--- src/ssm_pkg.sv ---
`default_nettype none

package ssm_pkg;

   // display geometry
   localparam int DIGIT_COUNT = 3;
   localparam int DIGIT_SLOTS = 3;

   // frame queue between front and back
   localparam int QUEUE_DEPTH = 4;
   localparam int QPTR_W      = $clog2(QUEUE_DEPTH);
   localparam int QCNT_W      = $clog2(QUEUE_DEPTH + 1);

   // request modes
   localparam logic MODE_TICK = 1'b0;
   localparam logic MODE_LOAD = 1'b1;

   // register indexes of the csr port
   localparam logic [1:0] REG_PERIOD   = 2'd0;
   localparam logic [1:0] REG_EXP_ADDR = 2'd1;
   localparam logic [1:0] REG_OUT_REG  = 2'd2;

   // reset values of the registers
   localparam logic [15:0] PERIOD_RESET   = 16'd2500;
   localparam logic [7:0]  EXP_ADDR_RESET = 8'd64;
   localparam logic [7:0]  OUT_REG_RESET  = 8'd2;

   // byte slots of one expander write frame
   localparam logic [1:0] SLOT_ADDRESS  = 2'd0;
   localparam logic [1:0] SLOT_REGISTER = 2'd1;
   localparam logic [1:0] SLOT_PATTERN  = 2'd2;
   localparam logic [1:0] SLOT_SELECT   = 2'd3;

   localparam logic [7:0] SIGN_BIT    = 8'h08;
   localparam logic [7:0] BLANK_SEGS  = 8'hFF;
   localparam logic [9:0] MAG_LIMIT   = 10'd999;

   typedef struct packed {
      logic              mode;
      logic signed [15:0] new_value;
   } req_type;

   typedef struct packed {
      logic [7:0] out_byte;
      logic       frame_start;
      logic       frame_last;
   } rsp_type;

   typedef struct packed {
      logic [15:0] multiplex_period;
      logic [7:0]  expander_address;
      logic [7:0]  output_register;
   } cfg_type;

   // per-frame payload that depends on the display contents
   typedef struct packed {
      logic [7:0] pattern;
      logic [7:0] select;
   } frame_type;

   // active-low segment pattern of one decimal digit
   function automatic logic [7:0] seg_pattern(input logic [3:0] digit);
      logic [7:0] segs;
      case (digit)
         4'd0:    segs = 8'h03;
         4'd1:    segs = 8'h9F;
         4'd2:    segs = 8'h25;
         4'd3:    segs = 8'h0D;
         4'd4:    segs = 8'h99;
         4'd5:    segs = 8'h49;
         4'd6:    segs = 8'h41;
         4'd7:    segs = 8'h1F;
         4'd8:    segs = 8'h01;
         4'd9:    segs = 8'h09;
         default: segs = BLANK_SEGS;
      endcase
      return segs;
   endfunction

endpackage

`default_nettype wire

--- src/ssm_front.sv ---
`default_nettype none

module ssm_front (
   input  wire logic               clock,
   input  wire logic               reset,
   input  wire logic               req_valid,
   output logic                    req_stall,
   input  ssm_pkg::req_type        req_data,
   input  ssm_pkg::cfg_type        cfg,
   input  wire logic               q_full,
   output logic                    q_push,
   output ssm_pkg::frame_type      q_data
);

   typedef struct packed {
      logic       load;
      logic       neg;
      logic [9:0] mag;
      logic       fire;
      logic [1:0] idx;
   } s1_type;

   typedef struct packed {
      logic       load;
      logic       neg;
      logic [3:0] hund;
      logic [6:0] rem;
      logic       fire;
      logic [1:0] idx;
   } s2_type;

   typedef struct packed {
      logic       load;
      logic       neg;
      logic [3:0] hund;
      logic [3:0] tens;
      logic [3:0] units;
      logic       fire;
      logic [1:0] idx;
   } s3_type;

   logic        en;
   logic        accept;

   logic [15:0] tick_count_ff, tick_count_in;
   logic [1:0]  digit_index_ff, digit_index_in;
   logic        neg_ff, neg_in;
   logic [3:0]  digits_ff [ssm_pkg::DIGIT_SLOTS];
   logic [3:0]  digits_in [ssm_pkg::DIGIT_SLOTS];

   logic        s1_valid_ff, s1_valid_in;
   logic        s2_valid_ff, s2_valid_in;
   logic        s3_valid_ff, s3_valid_in;
   s1_type      s1_ff, s1_in;
   s2_type      s2_ff, s2_in;
   s3_type      s3_ff, s3_in;

   logic [16:0] next_count;
   logic        fire;
   logic [15:0] abs_val;
   logic [15:0] hund_prod;
   logic [9:0]  hund_back;
   logic [13:0] tens_prod;
   logic [6:0]  tens_back;
   logic [3:0]  shown_digit;

   // whole pipe moves unless a frame waits on a full queue
   assign en        = !(s3_valid_ff && s3_ff.fire && q_full);
   assign req_stall = !en;
   assign accept    = req_valid && en;

   // tick counting and digit stepping happen at accept
   always_comb begin
      next_count     = {1'b0, tick_count_ff} + 17'd1;
      fire           = next_count > {1'b0, cfg.multiplex_period};
      tick_count_in  = tick_count_ff;
      digit_index_in = digit_index_ff;
      if (accept && req_data.mode == ssm_pkg::MODE_TICK) begin
         if (fire) begin
            tick_count_in = '0;
            if (digit_index_ff >= 2'(ssm_pkg::DIGIT_COUNT - 1)) begin
               digit_index_in = '0;
            end else begin
               digit_index_in = digit_index_ff + 2'd1;
            end
         end else begin
            tick_count_in = next_count[15:0];
         end
      end
   end

   // stage 1: sign and saturated magnitude
   always_comb begin
      abs_val = req_data.new_value[15] ? (~req_data.new_value + 16'd1)
                                       : req_data.new_value;
      s1_in.load = (req_data.mode == ssm_pkg::MODE_LOAD);
      s1_in.neg  = req_data.new_value[15];
      s1_in.mag  = (abs_val > 16'(ssm_pkg::MAG_LIMIT)) ? ssm_pkg::MAG_LIMIT
                                                        : abs_val[9:0];
      s1_in.fire = (req_data.mode == ssm_pkg::MODE_TICK) && fire;
      s1_in.idx  = digit_index_ff;
   end

   // stage 2: hundreds by reciprocal multiply, exact below 1000
   always_comb begin
      hund_prod     = 16'(s1_ff.mag) * 16'd41;
      s2_in.load    = s1_ff.load;
      s2_in.neg     = s1_ff.neg;
      s2_in.hund    = hund_prod[15:12];
      hund_back     = 10'(s2_in.hund) * 10'd100;
      s2_in.rem     = 7'(s1_ff.mag - hund_back);
      s2_in.fire    = s1_ff.fire;
      s2_in.idx     = s1_ff.idx;
   end

   // stage 3: tens and units of the remainder
   always_comb begin
      tens_prod   = 14'(s2_ff.rem) * 14'd103;
      s3_in.load  = s2_ff.load;
      s3_in.neg   = s2_ff.neg;
      s3_in.hund  = s2_ff.hund;
      s3_in.tens  = tens_prod[13:10];
      tens_back   = 7'(s3_in.tens) * 7'd10;
      s3_in.units = 4'(s2_ff.rem - tens_back);
      s3_in.fire  = s2_ff.fire;
      s3_in.idx   = s2_ff.idx;
   end

   assign s1_valid_in = en ? accept      : s1_valid_ff;
   assign s2_valid_in = en ? s1_valid_ff : s2_valid_ff;
   assign s3_valid_in = en ? s2_valid_ff : s3_valid_ff;

   // pipe exit: loads update the display, firing ticks push a frame
   always_comb begin
      neg_in    = neg_ff;
      digits_in = digits_ff;
      if (en && s3_valid_ff && s3_ff.load) begin
         neg_in       = s3_ff.neg;
         digits_in[0] = s3_ff.hund;
         digits_in[1] = s3_ff.tens;
         digits_in[2] = s3_ff.units;
      end
   end

   always_comb begin
      case (s3_ff.idx)
         2'd0:    shown_digit = digits_ff[0];
         2'd1:    shown_digit = digits_ff[1];
         2'd2:    shown_digit = digits_ff[2];
         default: shown_digit = 4'd0;
      endcase
   end

   assign q_push         = en && s3_valid_ff && s3_ff.fire;
   assign q_data.pattern = ssm_pkg::seg_pattern(shown_digit);
   assign q_data.select  = (8'd1 << s3_ff.idx) | (neg_ff ? ssm_pkg::SIGN_BIT : 8'd0);

   always_ff @(posedge clock) begin
      if (reset) begin
         tick_count_ff  <= '0;
         digit_index_ff <= '0;
         neg_ff         <= 1'b0;
         digits_ff      <= '{default: '0};
         s1_valid_ff    <= 1'b0;
         s2_valid_ff    <= 1'b0;
         s3_valid_ff    <= 1'b0;
      end else begin
         tick_count_ff  <= tick_count_in;
         digit_index_ff <= digit_index_in;
         neg_ff         <= neg_in;
         digits_ff      <= digits_in;
         s1_valid_ff    <= s1_valid_in;
         s2_valid_ff    <= s2_valid_in;
         s3_valid_ff    <= s3_valid_in;
      end
   end

   always_ff @(posedge clock) begin
      if (en) begin
         s1_ff <= s1_in;
         s2_ff <= s2_in;
         s3_ff <= s3_in;
      end
   end

`ifndef SYNTH
   a_idx_range: assert property (@(posedge clock) disable iff (reset)
      digit_index_ff < 2'(ssm_pkg::DIGIT_COUNT))
      else $error("digit index out of range");

   a_stall_hold: assert property (@(posedge clock) disable iff (reset)
      (s3_valid_ff && s3_ff.fire && q_full) |=> (s3_valid_ff && s3_ff.fire && $stable(s3_ff)))
      else $error("blocked frame left the pipe");

   a_load_no_push: assert property (@(posedge clock) disable iff (reset)
      (s3_valid_ff && s3_ff.load) |-> !q_push)
      else $error("load pushed a frame");
`endif

endmodule

`default_nettype wire

--- src/ssm_queue.sv ---
`default_nettype none

module ssm_queue (
   input  wire logic               clock,
   input  wire logic               reset,
   input  wire logic               push,
   input  ssm_pkg::frame_type      push_data,
   input  wire logic               pop,
   output ssm_pkg::frame_type      head,
   output logic                    not_empty,
   output logic                    full
);

   ssm_pkg::frame_type               entry_ff [ssm_pkg::QUEUE_DEPTH];
   logic [ssm_pkg::QPTR_W-1:0]       wr_ptr_ff, wr_ptr_in;
   logic [ssm_pkg::QPTR_W-1:0]       rd_ptr_ff, rd_ptr_in;
   logic [ssm_pkg::QCNT_W-1:0]       count_ff, count_in;

   assign not_empty = (count_ff != '0);
   assign full      = (count_ff == ssm_pkg::QCNT_W'(ssm_pkg::QUEUE_DEPTH));
   assign head      = entry_ff[rd_ptr_ff];

   always_comb begin
      wr_ptr_in = push ? wr_ptr_ff + 1'b1 : wr_ptr_ff;
      rd_ptr_in = pop  ? rd_ptr_ff + 1'b1 : rd_ptr_ff;
      count_in  = count_ff;
      if (push && !pop) begin
         count_in = count_ff + 1'b1;
      end else if (pop && !push) begin
         count_in = count_ff - 1'b1;
      end
   end

   always_ff @(posedge clock) begin
      if (reset) begin
         wr_ptr_ff <= '0;
         rd_ptr_ff <= '0;
         count_ff  <= '0;
      end else begin
         wr_ptr_ff <= wr_ptr_in;
         rd_ptr_ff <= rd_ptr_in;
         count_ff  <= count_in;
      end
   end

   always_ff @(posedge clock) begin
      if (push) begin
         entry_ff[wr_ptr_ff] <= push_data;
      end
   end

`ifndef SYNTH
   a_no_overflow: assert property (@(posedge clock) disable iff (reset)
      !(push && full))
      else $error("push into full queue");

   a_no_underflow: assert property (@(posedge clock) disable iff (reset)
      !(pop && !not_empty))
      else $error("pop from empty queue");

   a_count_track: assert property (@(posedge clock) disable iff (reset)
      (push && !pop) |=> (count_ff == $past(count_ff) + 1'b1))
      else $error("queue count lost a push");
`endif

endmodule

`default_nettype wire

--- src/ssm_back.sv ---
`default_nettype none

module ssm_back (
   input  wire logic               clock,
   input  wire logic               reset,
   input  ssm_pkg::cfg_type        cfg,
   input  ssm_pkg::frame_type      q_head,
   input  wire logic               q_not_empty,
   output logic                    q_pop,
   output logic                    rsp_valid,
   input  wire logic               rsp_stall,
   output ssm_pkg::rsp_type        rsp_data
);

   logic             slot_ff, slot_unused;
   logic [1:0]       byte_ff, byte_in;
   logic             valid_ff, valid_in;
   ssm_pkg::rsp_type data_ff, data_in;
   logic             load_ok;
   logic             load;

   assign slot_unused = 1'b0;
   assign load_ok = !valid_ff || !rsp_stall;
   assign load    = load_ok && q_not_empty;
   assign q_pop   = load && (byte_ff == ssm_pkg::SLOT_SELECT);

   always_comb begin
      data_in  = data_ff;
      byte_in  = byte_ff;
      valid_in = valid_ff;
      if (load) begin
         valid_in = 1'b1;
         byte_in  = byte_ff + 2'd1;
         unique case (byte_ff)
            ssm_pkg::SLOT_ADDRESS:  data_in = '{cfg.expander_address, 1'b1, 1'b0};
            ssm_pkg::SLOT_REGISTER: data_in = '{cfg.output_register, 1'b0, 1'b0};
            ssm_pkg::SLOT_PATTERN:  data_in = '{q_head.pattern, 1'b0, 1'b0};
            ssm_pkg::SLOT_SELECT:   data_in = '{q_head.select, 1'b0, 1'b1};
            default:                data_in = data_ff;
         endcase
      end else if (load_ok) begin
         valid_in = 1'b0;
      end
   end

   always_ff @(posedge clock) begin
      if (reset) begin
         byte_ff  <= '0;
         valid_ff <= 1'b0;
         slot_ff  <= 1'b0;
      end else begin
         byte_ff  <= byte_in;
         valid_ff <= valid_in;
         slot_ff  <= slot_unused;
      end
   end

   always_ff @(posedge clock) begin
      if (load) begin
         data_ff <= data_in;
      end
   end

   assign rsp_valid = valid_ff & ~slot_ff;
   assign rsp_data  = data_ff;

`ifndef SYNTH
   a_pop_on_last: assert property (@(posedge clock) disable iff (reset)
      q_pop |-> (load && byte_ff == ssm_pkg::SLOT_SELECT))
      else $error("frame popped before its last byte");

   a_frame_runs: assert property (@(posedge clock) disable iff (reset)
      (rsp_valid && !rsp_stall && !rsp_data.frame_last) |=> rsp_valid)
      else $error("gap inside a frame");

   a_start_slot: assert property (@(posedge clock) disable iff (reset)
      (rsp_valid && rsp_data.frame_start) |-> (byte_ff == ssm_pkg::SLOT_REGISTER))
      else $error("frame start out of place");
`endif

endmodule

`default_nettype wire

--- src/seven_segment_multiplex_driver.sv ---
// three-digit signed seven-segment display driver behind a bus port expander
// request channel (req_valid / req_stall / req_data): mode 0 is one timer
//   tick, mode 1 loads new_value; a value's magnitude saturates to 999
// response channel (rsp_valid / rsp_stall / rsp_data): bytes for the
//   expander, four per refresh frame: address, register, active-low segment
//   pattern, digit select with the sign in bit 3; frame_start marks the
//   first byte and frame_last the fourth
// a tick that pushes the count past multiplex_period emits one frame for
//   the current digit and steps to the next digit
// throughput: one request per cycle while req_stall is low; each frame
//   takes four response bytes through the one-byte output register
// path: three conversion stages, then the frame queue and output byte register
// up to four frames wait in the queue; when it is full and a frame waits at
//   the pipe exit, req_stall rises and the whole front pipe holds; a
//   stalled response byte holds until taken
// reset: count, digit index, sign and digits clear, registers return to
//   period 2500, expander address 64, output register 2; no clearing pass
// csr port: APB-style, registers at byte addresses 0, 4 and 8, always ready
`default_nettype none

module seven_segment_multiplex_driver (
   input  wire logic         clock,
   input  wire logic         reset,
   // request channel
   input  wire logic         req_valid,
   output logic              req_stall,
   input  ssm_pkg::req_type  req_data,
   // response channel
   output logic              rsp_valid,
   input  wire logic         rsp_stall,
   output ssm_pkg::rsp_type  rsp_data,
   // csr port
   input  wire logic         csr_psel,
   input  wire logic         csr_penable,
   input  wire logic         csr_pwrite,
   input  wire logic [3:0]   csr_paddr,
   input  wire logic [31:0]  csr_pwdata,
   output logic [31:0]       csr_prdata,
   output logic              csr_pready
);

   ssm_pkg::cfg_type   cfg_ff, cfg_in;
   logic               csr_write;
   logic [1:0]         csr_index;

   ssm_pkg::frame_type push_data;
   ssm_pkg::frame_type head;
   logic               push;
   logic               pop;
   logic               not_empty;
   logic               full;

   // csr: register index is the word address
   assign csr_pready = 1'b1;
   assign csr_index  = csr_paddr[3:2];
   assign csr_write  = csr_psel && csr_penable && csr_pwrite && csr_pready;

   always_comb begin
      cfg_in = cfg_ff;
      if (csr_write) begin
         unique case (csr_index)
            ssm_pkg::REG_PERIOD:   cfg_in.multiplex_period = csr_pwdata[15:0];
            ssm_pkg::REG_EXP_ADDR: cfg_in.expander_address = csr_pwdata[7:0];
            ssm_pkg::REG_OUT_REG:  cfg_in.output_register  = csr_pwdata[7:0];
            default:               cfg_in = cfg_ff;
         endcase
      end
   end

   always_comb begin
      unique case (csr_index)
         ssm_pkg::REG_PERIOD:   csr_prdata = {16'd0, cfg_ff.multiplex_period};
         ssm_pkg::REG_EXP_ADDR: csr_prdata = {24'd0, cfg_ff.expander_address};
         ssm_pkg::REG_OUT_REG:  csr_prdata = {24'd0, cfg_ff.output_register};
         default:               csr_prdata = 32'd0;
      endcase
   end

   always_ff @(posedge clock) begin
      if (reset) begin
         cfg_ff.multiplex_period <= ssm_pkg::PERIOD_RESET;
         cfg_ff.expander_address <= ssm_pkg::EXP_ADDR_RESET;
         cfg_ff.output_register  <= ssm_pkg::OUT_REG_RESET;
      end else begin
         cfg_ff <= cfg_in;
      end
   end

   // front: tick counting, value conversion, frame classification
   ssm_front u_front (
      .clock     (clock),
      .reset     (reset),
      .req_valid (req_valid),
      .req_stall (req_stall),
      .req_data  (req_data),
      .cfg       (cfg_ff),
      .q_full    (full),
      .q_push    (push),
      .q_data    (push_data)
   );

   // frames waiting for the serializer
   ssm_queue u_queue (
      .clock     (clock),
      .reset     (reset),
      .push      (push),
      .push_data (push_data),
      .pop       (pop),
      .head      (head),
      .not_empty (not_empty),
      .full      (full)
   );

   // back: four bytes per frame through the output register
   ssm_back u_back (
      .clock       (clock),
      .reset       (reset),
      .cfg         (cfg_ff),
      .q_head      (head),
      .q_not_empty (not_empty),
      .q_pop       (pop),
      .rsp_valid   (rsp_valid),
      .rsp_stall   (rsp_stall),
      .rsp_data    (rsp_data)
   );

endmodule

`default_nettype wire
--- config.mk ---
export PLATFORM = sky130hd
export DESIGN_NAME = seven_segment_multiplex_driver
export DESIGN_NICKNAME = d
export VERILOG_FILES = /design/src/ssm_pkg.sv /design/src/ssm_front.sv /design/src/ssm_queue.sv /design/src/ssm_back.sv /design/src/seven_segment_multiplex_driver.sv
export SDC_FILE = /design/constraint.sdc
export NUM_CORES = 1
export LEC_CHECK = 0
export BUFFER_PORTS_ARGS = -buffer_cell sky130_fd_sc_hd__buf_4
export CAP_MARGIN = 20
export CORE_UTILIZATION = 47
export DETAILED_ROUTE_END_ITERATION = 10
export PLACE_DENSITY_LB_ADDON = 0.15
export SYNTH_ARGS = -nofsm -noshare
export SYNTH_HDL_FRONTEND = slang
export SYNTH_SLANG_ARGS = --single-unit
--- constraint.sdc ---
create_clock -name clock -period 4.6 [get_ports clock]
set_input_delay 0.23 -clock clock [delete_from_list [all_inputs] [get_ports clock]]
set_output_delay 0.23 -clock clock [all_outputs]
set_load 0.01 [all_outputs]
==> out/results.txt, run 1 <==
The flow ran to the end, and the final reports show no timing, DRC or antenna violations. Summing the areas of all compound-gate instances in the mapped netlist gives 9.76% of the synthesized area. At the worst endpoint, the required time is 4770 ps.

In this run the tool buffered the top-level ports with 69 buffer cells. The kind of critical path was flop to flop. Final hold analysis gives a worst-case slack of 22.6 ps. Net switching is 30.9% of the power. The die covers 22200 um^2.

The cell area that synthesis handed to floorplanning was 10200 um^2. The routing usage on met1 came out at 24.9%. The tools report the final count of pins violating max slew as 0. The worst register-to-register path begins at u_front.s2_ff[8]. The iteration-0 DRC count of the detailed router is 336. The number of global-route vias before repair came out at 6581. The synthesized netlist devotes 4.31% of its cell area to XOR and XNOR gates. Summed over all nets, the switching power comes to 1.67 mW. The run gives 13.8 ps as the final setup skew. The H-tree generated during clock tree synthesis spans 4 levels.

The total overflow left after global routing is 0. The clock period minus worst slack came out at 4440 ps. Dividing the detail-routed via count by the number of cells gives 5.31. For this run, the detailed router's first-pass iteration total came to 5. The top cell type by total area after synthesis is sky130_fd_sc_hd__edfxtp_1. The relative contribution of combinational cells to total power is 38.0%, and the count of pins on the block boundary is 105. The power share of the sequential group was 35.5%; the arrival time of data at the critical path endpoint was 4610 ps. The family with the most delay on the worst path was adder cells. After clock tree synthesis, the clock-pin slew on the worst setup and hold paths is 70 ps.

The initial core utilization is 48.2%, and the number of cells on the critical path is 18. The endpoint identified for the worst register-to-register timing path is u_front.s3_ff[6]. Detailed placement ended at an HPWL of 14300 um. Per report_power, the clock group accounts for 26.5% of the total. Dividing the detail-routed wire length by the instance count gives 15.0 um.

Summing the areas of all fa, ha and maj instances in the mapped netlist gives 16.5% of the synthesized area. Setup violations remaining at the end of the flow were counted as 0. In this run the worst path has a maximum fanout of 3. Overall power consumption after layout is estimated at 5.39 mW. Of the total synthesized cell area, the portion taken by AND, OR, NAND and NOR gates is 12.7%. By area, the combinational part of the netlist is dominated by adder cells. Longest individual stage delay on the worst path: 550 ps. For the number of buffers on the longest clock path, the log shows 2. Walking the worst path, the cells encountered are buf_4 > inv_1 > ha_1 > fa_1 > inv_1 > fa_1 > ha_1 > ha_2 > a2111oi_4 > o21a_1 > o21bai_1 > xnor2_1 > ha_2 > inv_1 > fa_2 > xnor2_2 > xnor2_1 > xnor2_1.

From synthesis to final layout, the design area changed by 14.6%. The logs give 0 for the final hold violation count and 1265 for the number of instances in the placed design. The largest individual stage delay along the critical path comes from the cell sky130_fd_sc_hd__fa_1. The number of maximum-capacitance violations was 0.

The share of final-layout standard cells stronger than drive strength 1 works out to 15.3%. The worst register-to-register path has a setup slack of 160 ps. The fraction of synthesized area in multiplexers is 5.71%, and the post-place instance area is 10900 um^2. At the end of routability-driven placement, the weighted congestion stood at 0.814.

The final-stage net count is 1202, and the x dimension of the die is 149 um. For the static leakage power, the log shows 4.63 nW. The transition time at the pin with the least slew margin came out at 1020 ps. The synthesized instance count is 947.

In this run, synthesis produced a sequential element count of 180. After routing the design area is 11700 um^2. In this run the remaining antenna-violating nets after routing total 0. After the flow finishes, the layout carries non-filler instances totaling 1305. The highest clock rate was 0.225 GHz.

Of all flip-flops after synthesis, the portion carrying an async set or reset was 0%. The run gives 53 as the row count. The logs give 83 for the maximum number of pins on one net before global-route repair and 55.3% for the post-layout utilization of the core.

For the final routed database, the setup TNS stands at 0 ps. The fraction of met3 tracks used by global routing was 3.12%; the number of antenna repair diodes was 0. The final layout contains routed wiring with a total length of 19500 um.

Dividing the final minimum period by the clock period gives 96.6%. Initial antenna violation count: 0. Clock root buffer master: sky130_fd_sc_hd__clkbuf_16. Sorting the synthesized cells by area gives the leading types as sky130_fd_sc_hd__edfxtp_1 (30%), sky130_fd_sc_hd__dfxtp_1 (15%), sky130_fd_sc_hd__ha_1 (14%). Endpoint of the worst hold path: cfg_ff[23]. The yosys synthesis warning count is 0. The layer flagged by global routing as most heavily used is met2. Counting flops with a built-in enable in the synthesized netlist gives 102.

Mean instance size in the synthesized netlist: 10.7 um^2. Measured against its own limit, the worst slew margin works out to 31.3%. The first global-routing pass estimated 32400 um of wire.

The critical path contains buffers and inverters numbering 4 combined. The synthesized netlist contains 70 unique library cells. The CTS buffer count is 17, and the maximum vdd drop is 0.000689 V.

Measured in cells, the most critical reg-to-reg path has a length of 18. For this run, global-route usage on met2 was measured as 31.0%. Cell internal power was estimated by the tool at 3.72 mW.

For this run, design rule violations remaining after detail routing come to 0. STA classifies the critical path startpoint as a flop. Counting every sink on the clock net gives 180. The start point of the worst hold path is csr_pwdata[7]. The run gives 18.6% as the overall global routing resource usage. The tools report the total number of vias as 6935. The synthesized design devotes to its leading area cell type 30.1% of total area. After layout, the worst setup slack is 157 ps. Part of the Yosys area used for sequential elements: 45.5%. The power density over the cells was 463 nW/um^2.

The die span in y works out to 149 um. The most common flop cell mapped by yosys is sky130_fd_sc_hd__edfxtp_1. The worst setup path is captured at a flop. The run gives 21100 um^2 as the area inside the core boundary. At the placement stage, the worst setup path has a slack of -21.7 ps.

The register area was 4620 um^2. The area occupied by multi-input gates came out at 5120 um^2. The count of filler cells inserted in the layout is 1878, and the later-pin clock latency in the skew report is 430 ps. The worst hold path passes through 2 cells. TritonCTS built the clock tree.

The class of the worst hold path was input pin to flop.
## cells in the mapped netlist (all sizes together) (9+ instances only)
library cell,count
xnor2,30
nor3,18
xor2,20
mux4,11
nor2,51
dfxtp,78
fa,15
nand4,21
nor2b,9
buf,28
ha,110
inv,67
mux2i,31
clkbuf,32
o21ai,31
nand2,104
a21oi,62
edfxtp,102
nand3,19
## cell type report
cell class              instances  area share (%)
clock buffers                  20            3.83
clock inverters                12            1.16
inverters                      67            2.16
multi-input cells             655            44.0
flip-flops and latches        180            39.7
well taps                     275            2.95
repair buffers                 96            6.23
## cells in the final DEF, fill, tap and decap left out, drive strengths merged, types with 30 or more instances in the layout
cell	count
ha	110
nand2	104
edfxtp	102
buf	94
dfxtp	78
inv	74
a21oi	62
nor2	51
mux2i	31
o21ai	31
xnor2	30
## cell families after synthesis
| group | count (synthesis) |
|---|---|
| simple gates | 261 |
| flops | 180 |
| compound gates | 158 |
| buf+inv | 127 |
| fa+ha+maj | 125 |
| xor+xnor | 50 |
| mux | 44 |
| other cells | 2 |
## state kept, by name, summed over array words and instances, names as in the netlist, named ones only
name and flops:
cfg_ff 32, u_back.byte_ff 2, u_back.rsp_data 10, u_back.valid_ff 1, u_front.digit_index_ff 2, u_front.digits_ff 12
u_front.neg_ff 1, u_front.s1_ff 15, u_front.s1_valid_ff 1, u_front.s2_ff 16, u_front.s2_valid_ff 1, u_front.s3_ff 17
u_front.s3_valid_ff 1, u_front.tick_count_ff 16, u_queue.count_ff 3, u_queue.entry_ff 44, u_queue.rd_ptr_ff 2, u_queue.wr_ptr_ff 2
## per-layer routing
metal  up-vias  routed length [um]
met2       107                9410
li1       3489                   -
met3        20                 605
met1      3319                9270
met5         -                   0
met4         0                 252
## timing repair
item	in CTS	in global routing
pin swaps	1	7
endpoints found under the hold margin	2	0
resized for setup	2	10
setup endpoints to repair	1	2
buffers inserted	2	4
hold buffers	2	0
## worst max-delay path by stage
stage | start | end
4_1_cts | u_front.s2_ff[8] | u_front.s3_ff[6]
6_report | u_front.s2_ff[8] | u_front.s3_ff[6]
3_3_place_gp | u_front.s2_ff[8] | u_front.s3_ff[6]
5_1_grt | u_front.s2_ff[4] | u_front.s3_ff[6]
2_1_floorplan | u_front.s2_ff[8] | u_front.s3_ff[6]
3_5_place_dp | u_front.s2_ff[4] | u_front.s3_ff[6]
## power groups by stage
stage / Sequential (mW) / Clock [mW] / Combinational [mW]
finish: 1.91 / 1.43 / 2.05
floorplan: 1.95 / 0 / 1.29
CTS: 1.92 / 1.46 / 1.87
detailed placement: 1.95 / 0 / 1.74
global placement: 1.95 / 0 / 1.73
global route: 1.92 / 1.53 / 2.30
Power figures use the tool's default switching activity.
==> inputs of run 2 (changes only) <==
Settings changed: CORE_UTILIZATION 47 to 55, SYNTH_HIERARCHICAL set to 1.
==> run 2 against run 1 <==
Effect of this change: utilization increased by 7.8 points; worst hold slack better by 23 ps; via count grew 4.7%; clock-buffer cell count is 3 lower; worst setup slack got worse by 9.1 ps; clock power rose by 13%; sequential power up 10%; combinational power is essentially flat; routed wire length is 6.5% higher; design area rose by 9.1%; first-iteration DRC count grew 30%; critical path type unchanged; critical endpoint is now u_front/s3_ff[6]; largest power group is now sequential cells; highest routed layer unchanged.
==> out/results.txt, run 2 <==
The CTS buffer count is 17 (unchanged). The run gives 2 (unchanged) as the number of buffers on the longest clock path. Class of the worst hold path: input pin to flop.

The power density over the cells is 455 nW/um^2 (-1.8%). In the post-synthesis netlist, the biggest area contributors are sky130_fd_sc_hd__edfxtp_1 (32%), sky130_fd_sc_hd__dfxtp_1 (14%), sky130_fd_sc_hd__ha_1 (12%). The clock period minus worst slack works out to 4450 ps (+9.08 ps). Global-route wire length before repair: 34100 um (+5.1%).

The register with the most flip-flops is u_queue/entry_ff. The tools report the overall global routing resource usage as 20.2% (+1.6 points). The iteration-0 DRC count of the detailed router is 436 (+30%).

TritonCTS built the clock tree. Count of non-filler cells in the finished layout: 1338 (+2.5%). The tools report the start point of the critical path as u_front/s2_ff[4]. The run gives 106 (+28%) as the maximum number of pins on one net before global-route repair. On the critical path, the stage with the largest delay is an instance of sky130_fd_sc_hd__fa_1. The logs give 993 (+4.9%) for the synthesized instance count and 0 (unchanged) for the number of antenna repair diodes. The number of design rule violations left after detail routing is 0 (unchanged). The kind of critical path is flop to flop. The number of port buffers was 69 (unchanged); the number of instances in the placed design was 1297 (+2.5%). The yosys synthesis warning count is 6 (+6). For the total number of vias, the log shows 7264 (+4.7%). The total iterations of the first detailed-routing run was 7 (+2); the remaining global-route overflow was 0 (unchanged). The flip-flop count of the largest register, all copies and words added was 64 (+45%). Die span in y: 145 um (-2.5%).

Length in cells of the worst reg-to-reg path: 17 (-1). The reg-to-reg endpoint is u_front/s3_ff[6]. The initial core utilization is 56.0% (+7.8 points), and the fraction of met2 tracks used by global routing is 34.4% (+3.5 points). The count of clock tree sinks was 200 (+11%).

The clock root buffer master is sky130_fd_sc_hd__clkbuf_16. The logs give 11900 um^2 (+8.9%) for the post-place instance area and 105 (unchanged) for the count of pins on the block boundary. The worst hold slack across all endpoints was 45.4 ps (+22.8 ps). The tools report the design internal power as 3.94 mW (+5.8%). The logs give 0 (unchanged) for the final hold violation count and 35.4% (-2.6 points) for the relative contribution of combinational cells to total power. The start point of the worst hold path is csr_pwdata[11]. After global routing, the most crowded layer is met2. For the power share of the sequential group, the log shows 36.6% (+1.1 points). Walking the worst path, the cells encountered are ha_1 > inv_1 > fa_1 > inv_1 > fa_1 > ha_4 > ha_4 > a211oi_2 > a21oi_2 > o31ai_2 > nand2b_1 > xor2_1 > inv_1 > fa_1 > xor2_1 > xnor2_1 > xnor2_1. The capturing element type of the critical path was a flop.

The number of flops mapped to enable cells by yosys works out to 122 (+20%). The sort of element at the start of the critical path is a flop. The tools report the count of filler cells inserted in the layout as 1646 (-12%).

The logs give 0 (unchanged) for the residual antenna-violating net count after detailed routing and 0.225 GHz (-0.20%) for the highest clock rate. The tools report the later-pin clock latency in the skew report as 440 ps (about the same). The clock slew at the register clock pins of the worst setup and hold paths works out to 80 ps (about the same).

The routed wire length per instance is 15.6 um (+3.9%). The async set or reset register ratio after synthesis came out at 0% (unchanged). The final count of pins violating max slew is 0 (unchanged).

Net switching fraction of the power: 31.8% (+0.89 points). The H-tree depth reported by CTS was 4 (unchanged). The static leakage power was 5.17 nW (+12%). Sorting the synthesized cells by how often they occur yields sky130_fd_sc_hd__edfxtp_1 (122), sky130_fd_sc_hd__ha_1 (111), sky130_fd_sc_hd__dfxtp_1 (78). The final worst setup slack is 148 ps (-9.08 ps), and the highest net fanout along the worst path is 3 (unchanged). The tools report the die area as 21100 um^2 (-5.0%).

The post-synthesis cell type count came out at 73 (+4.3%). Final HPWL from detailed placement: 14800 um (+3.8%). The area inside the core boundary is 20200 um^2 (-4.4%).

Part of the Yosys area used for sequential elements: 46.3% (+0.76 points). Broken down by cell family, the worst path's largest delay share belongs to adder cells. The fraction of met3 tracks used by global routing came out at 3.84% (+0.72 points). The startpoint identified for the worst register-to-register timing path is u_front/s2_ff[4].

Share of final-layout standard cells stronger than drive strength 1: 14.9% (-0.45 points). The dominant cell by count in the synthesized netlist was sky130_fd_sc_hd__edfxtp_1. Setup repair after global routing could not meet its margin everywhere. For the final setup skew, the log shows 15.6 ps (+1.80 ps). The maximum vdd drop is 0.000519 V (-25%). The largest registers in the layout are u_queue/entry_ff: 64 flops, cfg_ff: 32 flops, u_front/s3_ff: 17 flops.

The most used flip-flop cell after synthesis is sky130_fd_sc_hd__edfxtp_1. Row count: 52 (-1.9%). The transition time at the pin with the least slew margin works out to 1070 ps (+51.3 ps). The run gives 0 (unchanged) as the initial antenna violation count. For the number of maximum-capacitance violations, the log shows 0 (unchanged). The tools report the count of final setup violators as 0 (unchanged). The path with the worst hold slack has its endpoint at cfg_ff[27]. The final-stage net count was 1241 (+3.2%). The synthesized design spends more area on one cell type than any other, namely sky130_fd_sc_hd__edfxtp_1.

Leaving out fill and tap cells, the most frequent cell in the layout is sky130_fd_sc_hd__edfxtp_1. Relative to the synthesized area, the layout overhead comes to 12.6%. The final wirelength is 20800 um (+6.5%).

Number of cells on the worst hold path: 3 (+1). The top cell types in the final layout, fill and taps aside, are sky130_fd_sc_hd__edfxtp_1 (122), sky130_fd_sc_hd__ha_1 (108), sky130_fd_sc_hd__buf_4 (85). The final estimated routing congestion in global placement was 0.811 (-0.43%); the routing usage on met1 was 26.3% (+1.4 points). Number of vias per cell after detailed routing: 5.43 (+2.2%).

Switching power of the nets: 1.84 mW (+10%). The clock network power share was 28.1% (+1.6 points); the minimum setup slack among reg-to-reg paths was 150 ps (about the same). The post-route clock period utilization came out at 96.8% (+0.20 points).

The flow ran to the end, and the final reports show no timing, DRC or antenna violations. The number of buffer and inverter stages on the critical path was 3 (-1); the x dimension of the die was 145 um (-2.5%). The area of all placed cells without fillers is 12700 um^2 (+9.1%), and the pre-CTS setup slack is -1.76 ps (+19.9 ps). The proportion of netlist area held by the largest area contributor was 32.4% (+2.3 points); the arrival time of data at the critical path endpoint was 4630 ps (+20 ps).

The relative slew slack was 27.8% (-3.5 points); the netlist area before placement was 11300 um^2 (+11%). The number of global-route vias before repair is 6962 (+5.8%), and the longest individual stage delay on the worst path is 550 ps (about the same). The flip-flop and latch count after synthesis works out to 200 (+11%).

The mean instance size in the synthesized netlist came out at 11.4 um^2 (+6.0%). The required time of the critical path came out at 4780 ps (about the same).
-- run 2: cell count changes after synthesis, moves of 7 or more --
| cell | previous run | this run |
|---|---|---|
| sky130_fd_sc_hd__nand2b_1 | 1 | 45 |
| sky130_fd_sc_hd__nand2_1 | 103 | 75 |
| sky130_fd_sc_hd__mux2i_1 | 31 | 58 |
| sky130_fd_sc_hd__edfxtp_1 | 102 | 122 |
| sky130_fd_sc_hd__a21oi_1 | 62 | 47 |
| sky130_fd_sc_hd__clkbuf_1 | 32 | 23 |
| sky130_fd_sc_hd__inv_1 | 67 | 76 |
| sky130_fd_sc_hd__nand4_1 | 21 | 12 |
| sky130_fd_sc_hd__and2_1 | 5 | 13 |
| sky130_fd_sc_hd__nor3_1 | 17 | 10 |
| sky130_fd_sc_hd__o21ai_0 | 29 | 22 |
-- run 2: kinds of logic (layout without fill, tap and decap cells) --
| group | count (synthesis) | in the layout | share of synthesized area, % |
|---|---|---|---|
| compound gates | 123 | 123 | 7.24 |
| xor+xnor | 48 | 48 | 3.72 |
| buf+inv | 138 | 195 | 6.03 |
| simple gates | 279 | 279 | 13.0 |
| flops | 200 | 200 | 46.3 |
| mux | 75 | 75 | 8.63 |
| other cells | 4 | 22 | 0.133 |
| fa+ha+maj | 126 | 126 | 15.0 |
-- run 2: final cells by class --
| class | instances | area, um^2 | area share, % |
|---|---|---|---|
| tap | 270 | 338 | 2.66 |
| timing repair buffer | 87 | 663 | 5.22 |
| sequential | 200 | 5230 | 41.1 |
| inverter | 76 | 285 | 2.24 |
| clock inverter | 15 | 229 | 1.80 |
| multi-input combinational | 673 | 5550 | 43.6 |
| clock buffer | 17 | 425 | 3.35 |
-- run 2: how the worst max path moves through the flow --
stage | depth (start not counted) | to
floorplan | 17 | u_front/s3_ff[6]
detailed placement | 17 | u_front/s2_ff[9]
finish | 17 | u_front/s3_ff[6]
global placement | 17 | u_front/s3_ff[6]
global route | 17 | u_front/s3_ff[6]
CTS | 16 | u_front/s3_ff[6]
-- run 2: per-layer routing --
metal / vias up / share of wire [%]
met5: - / 0
met4: 0 / 1.3
met3: 22 / 3.7
met2: 135 / 50
met1: 3497 / 45
li1: 3610 / -
-- run 2: power by group through the flow --
stage	Clock [mW]	Sequential [mW]	Combinational (mW)
2_1_floorplan	0	2.15	1.36
3_3_place_gp	0	2.15	1.71
3_5_place_dp	0	2.16	1.73
4_1_cts	1.66	2.11	1.80
5_1_grt	1.72	2.12	2.36
6_report	1.62	2.11	2.04
-- run 2: per-stage QoR --
step                      TNS (ps)  util [%]  total power [mW]
after floorplan                  0         -              3.51
after global placement           0      59.0              3.86
after detailed placement     -1.76      59.0              3.89
after CTS                        0      62.4              5.57
after global routing         -97.1      63.0              6.20
final                            0      63.0              5.78
-- run 2: what timing repair did --
item	CTS	global route
endpoints found under the setup margin	2	2
buffers inserted	0	7
hold endpoints to repair	1	0
hold buffers	1	0
gates resized for setup	4	10
pin swaps	0	7
-- run 2: tightest hold or removal path, delay by kind of cell --
kind / cells / cell delay, ps
buffers and inverters: 1 / 80
AND/OR/NAND/NOR: 1 / 30
multiplexers: 1 / 110
